===== src/hdl/mfp_pkg.sv =====
// ----------------------------------------------------------------------------
// Multipart frame parser package
// Shared constants for the multipart frame parser: event and message type
// codes, the special bytes of the framing, and the keyword table.
// ----------------------------------------------------------------------------
`default_nettype none

package mfp_pkg;

	localparam int MAX_PARTS_DEF = 8;
	localparam int LEN_BITS_DEF  = 16;

	localparam int PART_IDX_W = 3;
	localparam int PART_LEN_W = 16;
	localparam int COUNT_W    = 4;
	localparam int BYTES_W    = 20;
	localparam int POS_W      = 4;
	localparam int NUM_KW     = 4;

	localparam logic [1:0] EV_PART  = 2'd0;
	localparam logic [1:0] EV_MSG   = 2'd1;
	localparam logic [1:0] EV_ERROR = 2'd2;

	localparam logic [2:0] MT_UNKNOWN   = 3'd0;
	localparam logic [2:0] MT_KEEPALIVE = 3'd1;
	localparam logic [2:0] MT_REQUEST   = 3'd2;
	localparam logic [2:0] MT_RESPONSE  = 3'd3;
	localparam logic [2:0] MT_PUBLISH   = 3'd4;

	localparam logic [7:0] CH_CR    = 8'd13;
	localparam logic [7:0] CH_LF    = 8'd10;
	localparam logic [7:0] CH_ZERO  = 8'd48;
	localparam logic [7:0] CH_NINE  = 8'd57;

	localparam logic [BYTES_W-1:0] BYTES_MAX = {BYTES_W{1'b1}};
	localparam logic [POS_W-1:0]   POS_MAX   = {POS_W{1'b1}};

	// Keyword text is right aligned, so the first character sits highest.
	localparam logic [NUM_KW-1:0][71:0] KW_TEXT = '{
		0: "keepalive",
		1: "request",
		2: "response",
		3: "publish"
	};

	localparam logic [NUM_KW-1:0][POS_W-1:0] KW_LEN = '{
		0: 4'd9,
		1: 4'd7,
		2: 4'd8,
		3: 4'd7
	};

	function automatic logic [7:0] kw_char(input logic [1:0] k, input logic [POS_W-1:0] pos);
		logic [71:0]      s;
		logic [POS_W-1:0] n;
		logic [POS_W-1:0] off;
		begin
			s   = KW_TEXT[k];
			n   = KW_LEN[k];
			off = n - pos - 4'd1;
			if (pos < n) begin
				kw_char = s[8*off +: 8];
			end else begin
				kw_char = 8'd0;
			end
		end
	endfunction

endpackage

`default_nettype wire


===== src/hdl/multipart_frame_parser.sv =====
// ----------------------------------------------------------------------------
// Multipart frame parser
// Splits a byte stream into length-prefixed parts and messages, reports each
// finished part, each finished non-empty message with its type, and framing errors.
// ----------------------------------------------------------------------------
//
// Channel   Direction  Handshake          Payload
// input     in         in_valid/in_stall  data_byte
// result    out        out_valid/out_stall event_kind, part_index, part_length,
//                                          msg_type, part_count, msg_length
//
// One byte is taken per cycle unless in_stall is high; a result passes the input register, then the result register.
// The per-byte parse sits between the input register and the result register.
// Reset clears the parser state and the valid bits of both registers at once; their data is not reset.
// A stalled result holds the input register; a byte is still taken only while that register is empty.
//
`default_nettype none

module multipart_frame_parser
	import mfp_pkg::*;
#(
	parameter int MAX_PARTS = MAX_PARTS_DEF,
	parameter int LEN_BITS  = LEN_BITS_DEF
) (
	input  wire logic                  clk,
	input  wire logic                  arst_n,
	input  wire logic                  in_valid,
	output logic                       in_stall,
	input  wire logic [7:0]            data_byte,
	output logic                       out_valid,
	input  wire logic                  out_stall,
	output logic [1:0]                 event_kind,
	output logic [PART_IDX_W-1:0]      part_index,
	output logic [PART_LEN_W-1:0]      part_length,
	output logic [2:0]                 msg_type,
	output logic [COUNT_W-1:0]         part_count,
	output logic [BYTES_W-1:0]         msg_length
);

	typedef enum logic [2:0] {
		PH_HDR_START,
		PH_HDR_DIGITS,
		PH_HDR_LF,
		PH_PAYLOAD,
		PH_TRAIL_CR,
		PH_TRAIL_LF,
		PH_TERM_LF,
		PH_RESYNC
	} phase_t;

	localparam logic [COUNT_W-1:0] PARTS_LIMIT = COUNT_W'(MAX_PARTS);

	phase_t                phase_q, phase_n;
	logic [LEN_BITS-1:0]   acc_q, acc_n;
	logic [LEN_BITS-1:0]   remain_q, remain_n;
	logic [COUNT_W-1:0]    parts_q, parts_n;
	logic [BYTES_W-1:0]    bytes_q, bytes_n;
	logic [NUM_KW-1:0]     flags_q, flags_n;
	logic [POS_W-1:0]      pos_q, pos_n;

	logic                  byte_valid_s1;
	logic [7:0]            byte_s1;

	logic                  out_valid_q;
	logic [1:0]            kind_q;
	logic [PART_IDX_W-1:0] idx_q;
	logic [PART_LEN_W-1:0] plen_q;
	logic [2:0]            type_q;
	logic [COUNT_W-1:0]    count_q;
	logic [BYTES_W-1:0]    mlen_q;

	logic                  advance;
	logic                  proc;
	logic                  res_valid;
	logic [1:0]            res_kind;
	logic [PART_IDX_W-1:0] res_idx;
	logic [PART_LEN_W-1:0] res_plen;
	logic [2:0]            res_type;
	logic [COUNT_W-1:0]    res_count;
	logic [BYTES_W-1:0]    res_mlen;

	logic                  digit;
	logic                  err;
	logic [LEN_BITS+3:0]   acc_x10;
	logic [BYTES_W-1:0]    bytes_inc;
	logic [2:0]            cls;
	logic [POS_W-1:0]      pos_adv;

	assign advance  = !out_valid_q || !out_stall;
	assign proc     = byte_valid_s1 && advance;
	assign in_stall = byte_valid_s1 && !advance;

	always_comb begin
		cls = MT_UNKNOWN;
		if (flags_q[0]) cls = MT_KEEPALIVE;
		if (flags_q[1]) cls = MT_REQUEST;
		if (flags_q[2]) cls = MT_RESPONSE;
		if (flags_q[3]) cls = MT_PUBLISH;
	end

	always_comb begin
		digit     = (byte_s1 >= CH_ZERO) && (byte_s1 <= CH_NINE);
		acc_x10   = ({4'd0, acc_q} << 3) + ({4'd0, acc_q} << 1)
			+ (LEN_BITS+4)'(byte_s1 - CH_ZERO);
		bytes_inc = (bytes_q < BYTES_MAX) ? bytes_q + 1'b1 : bytes_q;
		pos_adv   = pos_q;
		err       = 1'b0;

		phase_n   = phase_q;
		acc_n     = acc_q;
		remain_n  = remain_q;
		parts_n   = parts_q;
		bytes_n   = bytes_inc;
		flags_n   = flags_q;
		pos_n     = pos_q;

		res_valid = 1'b0;
		res_kind  = EV_PART;
		res_idx   = '0;
		res_plen  = '0;
		res_type  = MT_UNKNOWN;
		res_count = '0;
		res_mlen  = '0;

		case (phase_q)
			PH_RESYNC: begin
				bytes_n = bytes_q;
				if (byte_s1 == CH_LF) phase_n = PH_HDR_START;
			end
			PH_HDR_START: begin
				if (digit) begin
					if (parts_q >= PARTS_LIMIT) begin
						err = 1'b1;
					end else begin
						acc_n   = LEN_BITS'(byte_s1 - CH_ZERO);
						phase_n = PH_HDR_DIGITS;
					end
				end else if (byte_s1 == CH_CR) begin
					phase_n = PH_TERM_LF;
				end else begin
					err = 1'b1;
				end
			end
			PH_HDR_DIGITS: begin
				if (digit) begin
					if (acc_x10[LEN_BITS+3:LEN_BITS] != 4'd0) err = 1'b1;
					else acc_n = acc_x10[LEN_BITS-1:0];
				end else if (byte_s1 == CH_CR) begin
					phase_n = PH_HDR_LF;
				end else begin
					err = 1'b1;
				end
			end
			PH_HDR_LF: begin
				if (byte_s1 == CH_LF) begin
					remain_n = acc_q;
					if (acc_q == '0) begin
						if (parts_q == '0) begin
							for (int k = 0; k < NUM_KW; k++) begin
								if (KW_LEN[k] > pos_q) flags_n[k] = 1'b0;
							end
						end
						phase_n = PH_TRAIL_CR;
					end else begin
						phase_n = PH_PAYLOAD;
					end
				end else begin
					err = 1'b1;
				end
			end
			PH_PAYLOAD: begin
				if (parts_q == '0 && pos_q < POS_MAX) begin
					for (int k = 0; k < NUM_KW; k++) begin
						if (pos_q < KW_LEN[k] && byte_s1 != kw_char(2'(k), pos_q)) begin
							flags_n[k] = 1'b0;
						end
					end
					pos_adv = pos_q + 1'b1;
				end
				pos_n    = pos_adv;
				remain_n = remain_q - 1'b1;
				if (remain_q == LEN_BITS'(1)) begin
					if (parts_q == '0) begin
						for (int k = 0; k < NUM_KW; k++) begin
							if (KW_LEN[k] > pos_adv) flags_n[k] = 1'b0;
						end
					end
					phase_n = PH_TRAIL_CR;
				end
			end
			PH_TRAIL_CR: begin
				if (byte_s1 == CH_CR) phase_n = PH_TRAIL_LF;
				else err = 1'b1;
			end
			PH_TRAIL_LF: begin
				if (byte_s1 == CH_LF) begin
					res_valid = 1'b1;
					res_kind  = EV_PART;
					res_idx   = parts_q[PART_IDX_W-1:0];
					res_plen  = PART_LEN_W'(acc_q);
					parts_n   = parts_q + 1'b1;
					phase_n   = PH_HDR_START;
				end else begin
					err = 1'b1;
				end
			end
			PH_TERM_LF: begin
				if (byte_s1 == CH_LF) begin
					phase_n = PH_HDR_START;
					if (parts_q != '0) begin
						res_valid = 1'b1;
						res_kind  = EV_MSG;
						res_type  = cls;
						res_count = parts_q;
						res_mlen  = bytes_inc;
					end
					acc_n    = '0;
					remain_n = '0;
					parts_n  = '0;
					bytes_n  = '0;
					flags_n  = '1;
					pos_n    = '0;
				end else begin
					err = 1'b1;
				end
			end
			default: begin
				phase_n = PH_HDR_START;
			end
		endcase

		if (err) begin
			res_valid = 1'b1;
			res_kind  = EV_ERROR;
			res_idx   = parts_q[PART_IDX_W-1:0];
			res_plen  = '0;
			res_type  = MT_UNKNOWN;
			res_count = parts_q;
			res_mlen  = bytes_inc;
			acc_n     = '0;
			remain_n  = '0;
			parts_n   = '0;
			bytes_n   = '0;
			flags_n   = '1;
			pos_n     = '0;
			phase_n   = (byte_s1 == CH_LF) ? PH_HDR_START : PH_RESYNC;
		end
	end

	always_ff @(posedge clk or negedge arst_n) begin
		if (!arst_n) begin
			phase_q       <= PH_HDR_START;
			acc_q         <= '0;
			remain_q      <= '0;
			parts_q       <= '0;
			bytes_q       <= '0;
			flags_q       <= '1;
			pos_q         <= '0;
			byte_valid_s1 <= 1'b0;
			out_valid_q   <= 1'b0;
		end else begin
			if (!byte_valid_s1 || advance) begin
				byte_valid_s1 <= in_valid;
			end
			if (proc) begin
				phase_q  <= phase_n;
				acc_q    <= acc_n;
				remain_q <= remain_n;
				parts_q  <= parts_n;
				bytes_q  <= bytes_n;
				flags_q  <= flags_n;
				pos_q    <= pos_n;
			end
			if (advance) begin
				out_valid_q <= proc && res_valid;
			end
		end
	end

	always_ff @(posedge clk) begin
		if (in_valid && !in_stall) begin
			byte_s1 <= data_byte;
		end
		if (proc && res_valid) begin
			kind_q  <= res_kind;
			idx_q   <= res_idx;
			plen_q  <= res_plen;
			type_q  <= res_type;
			count_q <= res_count;
			mlen_q  <= res_mlen;
		end
	end

	assign out_valid   = out_valid_q;
	assign event_kind  = kind_q;
	assign part_index  = idx_q;
	assign part_length = plen_q;
	assign msg_type    = type_q;
	assign part_count  = count_q;
	assign msg_length  = mlen_q;

	a_parts_bound: assert property (@(posedge clk) disable iff (!arst_n)
		parts_q <= PARTS_LIMIT)
		else $error("part counter exceeds its limit");

	a_held_byte: assert property (@(posedge clk) disable iff (!arst_n)
		byte_valid_s1 && !advance |=> byte_valid_s1 && $stable(byte_s1))
		else $error("input register lost a byte under stall");

	a_msg_nonempty: assert property (@(posedge clk) disable iff (!arst_n)
		out_valid && event_kind == EV_MSG |-> part_count != '0)
		else $error("message result with no parts");

	a_part_fields: assert property (@(posedge clk) disable iff (!arst_n)
		out_valid && event_kind == EV_PART |->
			msg_type == MT_UNKNOWN && part_count == '0 && msg_length == '0)
		else $error("part result carries message fields");

endmodule

`default_nettype wire


===== config.mk =====
export PLATFORM = sky130hd
export DESIGN_NAME = multipart_frame_parser
export DESIGN_NICKNAME = d
export VERILOG_FILES = /design/src/hdl/mfp_pkg.sv /design/src/hdl/multipart_frame_parser.sv
export SDC_FILE = /design/constraint.sdc
export NUM_CORES = 1
export LEC_CHECK = 0
export BUFFER_PORTS_ARGS = -buffer_cell sky130_fd_sc_hd__buf_2
export CAP_MARGIN = 20
export CORE_ASPECT_RATIO = 1.2
export CORE_MARGIN = 1
export CORE_UTILIZATION = 40
export CTS_BUF_LIST = sky130_fd_sc_hd__clkbuf_4 sky130_fd_sc_hd__clkbuf_8
export DETAILED_ROUTE_END_ITERATION = 8
export GPL_TIMING_DRIVEN = 0
export MAX_ROUTING_LAYER = met4
export SLEW_MARGIN = 20
export SYNTH_ARGS = -nofsm -noshare
export SYNTH_HDL_FRONTEND = slang
export SYNTH_SLANG_ARGS = --single-unit

===== constraint.sdc =====
create_clock -name clk -period 8 [get_ports clk]
set_input_delay 1.2 -clock clk [delete_from_list [all_inputs] [get_ports clk]]
set_output_delay 1.2 -clock clk [all_outputs]
set_load 0.02 [all_outputs]

== Word level (Yosys, flattened, before mapping) ==
Cells that the tools add are included.

* Register bits after elaboration: 125
* Output and inout port bits: 50
* Word-level logic and storage cells: 226

* $add $sub $neg: 14
* Order comparisons: 14
* Eq/ne operators: 34
* Shifts and indexed selects: 4
* Muxes and demuxes: 95
* Bitwise logic cells: 4
* Reduce and logical (&&, ||, !) cells: 41

{| class="wikitable"
|+ Operator list
! cell !! count
|-
| 72-bit by 8-bit variable part select with 8-bit output (first input constant) || 4
|-
| 20-bit two-way mux || 7
|-
| 16-bit two-way mux || 8
|-
| 8-bit two-way mux || 12
|-
| 16-bit one-hot mux with 3 select lines || 2
|-
| 4-bit two-way mux || 18
|-
| 3-bit two-way mux || 16
|-
| 3-bit != test (second input constant) || 16
|-
| 20-bit one-hot mux with 2 select lines || 1
|-
| 8-bit != test || 4
|-
| 7-bit AND reduction || 4
|-
| 1-bit two-way mux || 23
|-
| 19-bit by 17-bit adder with 20-bit output || 1
|-
| 20-bit by 1-bit adder with 20-bit output (second input constant) || 1
|-
| 20-bit adder || 1
|-
| 20-bit < comparator (second input constant) || 1
|-
| 3-bit one-hot mux with 6 select lines || 1
|-
| 8-bit by 6-bit subtractor with 9-bit output (second input constant) || 2
|-
| 16-bit by 1-bit equality test with 1-bit output (second input constant) || 1
|-
| 8-bit by 4-bit equality test with 1-bit output (second input constant) || 2
|-
| 4-bit > comparator (first input constant) || 4
|-
| 16-bit zero test || 1
|-
| 4-bit one-hot mux with 2 select lines || 2
|-
| 4-bit nonzero test || 4
|-
| 35 further kinds || 70
|}

== Longest topological paths before layout ==
* Word-level depth: 15
* Mapped depth: 17
* Mapped depth without buffers: 15

== Worst setup path before layout ==
OpenSTA, ideal clock, no wires.

* Path type: register -> register
* Start: register byte_s1[5]
* End: register kind_q[0] (netlist: event_kind[0]) (enable)
* Arrival time: 6584 ps
* Data required time: 7531 ps
* Slack: 947 ps
* Cell stages (with the launch flop): 17
* Period minus slack after synthesis: 7053 ps
* Cells stage by stage: edfxtp_1 -> ha_1 -> nor3_1 -> fa_1 -> ha_1 -> buf_2 -> a21oi_1 -> o21ai_0 -> nor3_1 -> a21o_1 -> a221o_1 -> o211ai_2 -> o21ai_4 -> inv_2 -> buf_6 -> nor2_2 -> a21oi_1

* Longest elaborated chain between the ends: 8
* Elaborated cells between the ends (all ways): 19
* Those cells by class: add/sub: 2; order compare: 2; eq/ne: 2; mux: 10; reduce/logical: 3

{| class="wikitable"
|+ RTL lines
! item !! RTL line !! text
|-
| from (decl) || multipart_frame_parser.sv:62 || <nowiki>logic [7:0] byte_s1;</nowiki>
|-
| from (signal assigned) || multipart_frame_parser.sv:282 || <nowiki>byte_s1 <= data_byte;</nowiki>
|-
| 8-bit by 6-bit subtractor with 9-bit output || multipart_frame_parser.sv:104 || <nowiki>+ (LEN_BITS+4)'(byte_s1 - CH_ZERO);</nowiki>
|-
| 20-bit adder || multipart_frame_parser.sv:104 ||
|-
| 4-bit nonzero test || multipart_frame_parser.sv:146 || <nowiki>if (acc_x10[LEN_BITS+3:LEN_BITS] != 4'd0) err = 1'b1;</nowiki>
|-
| 1-bit two-way mux || multipart_frame_parser.sv:146 ||
|-
| 1-bit two-way mux || multipart_frame_parser.sv:145 || <nowiki>if (digit) begin</nowiki>
|-
| 1-bit one-hot mux with 4 select lines || multipart_frame_parser.sv:125 || <nowiki>case (phase_q)</nowiki>
|-
| 1-bit two-way mux (*) || multipart_frame_parser.sv:232 || <nowiki>if (err) begin</nowiki>
|-
| 1-bit logical AND (*) || multipart_frame_parser.sv:284 || <nowiki>if (proc && res_valid) begin</nowiki>
|-
| to (signal assigned) || multipart_frame_parser.sv:285 || <nowiki>kind_q <= res_kind;</nowiki>
|-
| to (decl) || multipart_frame_parser.sv:65 || <nowiki>logic [1:0] kind_q;</nowiki>
|}

Every way passes the cells marked *; elsewhere a longest branch is shown, timed or not.
A chain may end at the register's enable or synchronous reset.

== Final worst setup path ==
* Start: register byte_s1[4]
* End: register plen_q[5] (netlist: part_length[5]) (enable)

* Longest elaborated chain between the ends: 8
* Elaborated cells between the ends (all ways): 19
* Those cells by class: add/sub: 2; order compare: 2; eq/ne: 2; mux: 10; reduce/logical: 3

{| class="wikitable"
|+ RTL lines
! item !! RTL line !! text
|-
| 8-bit by 6-bit subtractor with 9-bit output || multipart_frame_parser.sv:104 ||
|-
| 20-bit adder || multipart_frame_parser.sv:104 ||
|-
| 4-bit nonzero test || multipart_frame_parser.sv:146 ||
|-
| 1-bit two-way mux || multipart_frame_parser.sv:146 ||
|-
| 1-bit two-way mux || multipart_frame_parser.sv:145 ||
|-
| 1-bit one-hot mux with 4 select lines || multipart_frame_parser.sv:125 ||
|-
| 1-bit two-way mux (*) || multipart_frame_parser.sv:232 ||
|-
| 1-bit logical AND (*) || multipart_frame_parser.sv:284 ||
|-
| to (signal assigned) || multipart_frame_parser.sv:287 || <nowiki>plen_q <= res_plen;</nowiki>
|-
| to (decl) || multipart_frame_parser.sv:67 || <nowiki>logic [PART_LEN_W-1:0] plen_q;</nowiki>
|}

Marks and branches as above.

==> summary.md <==
| Metric | Value |
|---|---|
| Global placer's final weighted congestion | 0.911 |
| Crit share post-route | 69.9% |
| CP delay by family, top | compound AO/OA/AOI/OAI gates |
| Area contributors post-synth | edfxtp_1 (20%), dfrtp_1 (19%), ha_1 (5.5%), a21oi_1 (4.0%), nor2_1 (3.9%) |
| CP Class | flip-flop to flip-flop |
| Site row count | 58 |
| H-tree levels | 4 |
| Initial DRT Pass Iterations | 5 |
| Seq/Total Area, Yosys | 39.8% |
| Syn Area/Cell | 9.17 um2 |
| Worst skew pair latency | 0.47 ns |
| P_leak | 4.09 nW |
| Detailed placer's ending HPWL | 18.2 mm |
| Number of I/O pins | 62 |
| Syn-to-layout area delta | 13.6% |
| Ys flop type | dfrtp_1 |
| Cts bufs inserted | 17 |
| Netlist cell types | 70 |
| Final setup fails | 0 |
| Vias per cell | 5.83 |
| Max incr delay on CP | 0.52 ns |
| Multi-input logic area | 4820 um2 |
| Cells after Synth | 936 |
| Total power | 3.62 mW |
| Filler instances | 2051 |
| CTS Hold Bufs | 0 |
| Post-Route WL | 24.6 mm |
| Nets | 1085 |
| Finished layout cell area | 9760 um2 |
| Yosys top cell area share | 19.6% |
| CP bufs+invs | 6 |
| Gr ovfl total | 0 |
| Synth async-reset ratio | 55.2% |
| Clock slew at reported path FFs | 0.08 ns |
| Synthesized area | 8590 um2 |
| Area of the core | 21000 um2 |
| Crit-path slowest cell | o311ai_0 |
| CP required | 8.22 ns |
| Post-Syn Nets | 1001 |
| Final Slew Violations | 0 |
| Final hold vios | 0 |
| CTS Buffer Depth | 2 |
| Synthesized flop and latch total | 125 |
| Peak Freq | 179 MHz |
| Fin crit period | 5.59 ns |
| Commonest cells in the netlist | nor2_1 (90), nand2_1 (87), a21oi_1 (69) |
| Gr usage total | 24.1% |
| Pwr dens | 371 nW/um2 |
| Die Area | 22100 um2 |
| Reg area | 3410 um2 |
| Critical path startpoint category | flip-flop |
| Initial DRC Count | 573 |
| Worst Setup End Kind | flip-flop |
| Initial antenna violation count | 0 |
| Status | finished clean |
| Finished Core Util | 46.5% |
| Least-Margin Pin Slew | 0.905 ns |
| Hold Path Stages | 1 |
| Post CTS Setup Buffer Count | 0 |
| Cell chain of the critical path | clkbuf_1, inv_1, ha_1, fa_1, ha_1, o211ai_1, o21ai_0, nand3_1, o311ai_0, xor2_1, or3_4, o21ai_4, inv_2, buf_6, nor2_2, a21oi_4, buf_16, buf_16 |
| Vias in the first global route | 7373 |
| CTS Root Cell | clkbuf_8 |
| Synth warnings | 0 |
| Worst slew margin | 39.1% |
| First-pass GRT wire length | 39.8 mm |
| RSZ-0062 raised after global routing | false |
| Chip height | 162 um |
| Peak supply drop | 0.156 mV |
| Die width | 136 um |
| Yosys top cell by area | edfxtp_1 |
| Levels on crit path | 18 |
| Drc violations | 0 |
| Initial Util | 40.9% |
| Top-count cell post-synth | nor2_1 |
| Clock tree sinks | 125 |
| Max-Cap Viols | 0 |
| Crit Path Max Fanout | 25 |
| Input/output buffers | 61 |
| Via count | 7598 |
| Post-synth EDFFs | 56 |
| Largest net degree at the start of global routing | 51 |
| Placed cell area | 9340 um2 |
| R2R depth | 18 |
| Wire per inst | 18.9 um |
| ANT nets after route | 0 |
| Clk_skew | 0.0143 ns |
| WP data arrival | 5.81 ns |
| CTS tree | built |
| Post-CTS Resized | 0 |
| Share of cells above drive strength 1 | 13.7% |
| Hold WC Path Type | flip-flop to flip-flop |
| Ant diodes | 0 |
[sequential cells by signal (all words and copies together) (netlist names), 8 cells and up]
| name | count |
|---|---|
| bytes_q | 20 |
| msg_length | 20 |
| acc_q | 16 |
| part_length | 16 |
| remain_q | 16 |
| byte_s1 | 8 |
[per-stage QoR]
step	hold slack [ns]	TNS (ns)	setup WS (ns)	instances
after floorplan	0.448	0	0.947	936
after global placement	0.469	-67.42	-1.41	1267
after detailed placement	0.468	0	2.43	1271
after CTS	0.490	0	2.41	1303
after global routing	0.498	0	1.98	1303
final	0.487	0	2.41	1303
[worst paths after layout]
kind / start / end / slack [ns]
worst min-delay path: remain_q[10] / remain_q[10] / 0.49
min in group asynchronous: arst_n / bytes_q[7] / 0.62
worst max-delay path: byte_s1[4] / part_length[5] / 2.41
max in group asynchronous: arst_n / flags_q[1] / 6.77
worst max register to register: byte_s1[4] / part_length[5] / 2.41
worst min register to register: remain_q[10] / remain_q[10] / 0.49
[cell families after synthesis]
logic type	Yosys count	share of synthesized area, %
multiplexers	9	1.09
AO/OA/AOI/OAI	277	21.5
buffers and inverters	83	4.30
XOR/XNOR	44	4.49
AND/OR/NAND/NOR	345	19.8
adder cells (fa/ha/maj)	53	9.04
flip-flops	125	39.8
[power by group]
part	internal, mW	switching [mW]
clock network	0.313	0.292
registers	0.857	0.196
logic	0.708	1.25
total	1.88	1.74
[layout by cell type, fill, tap and decap left out, types with 34 or more instances in the layout]
cell type,instances
nor3_1,34
ha_1,38
buf_2,66
clkbuf_1,39
a21oi_1,68
nor2_1,90
nand2_1,87
edfxtp_1,56
dfrtp_1,65
o21ai_0,49
[layer usage]
layer / part of all wire (%) / vias to the layer above / routed length [um] / global-route usage [%]
li1: - / 3643 / - / -
met1: 43 / 3650 / 10500 / 29.4
met2: 50 / 259 / 12300 / 40.1
met3: 4.7 / 46 / 1160 / 3.36
met4: 2.4 / 0 / 589 / 8.78
met5: 0 / - / 0 / -
[cell type report]
type	instances	share of cell area [%]
multi-input cells	728	49.4
flip-flops and latches	125	35.0
repair buffers	65	4.08
well taps	270	3.46
plain buffers	55	2.71
clock buffers	17	2.40
clock inverters	15	1.90
inverters	28	1.08
Power figures use the tool's default switching activity.
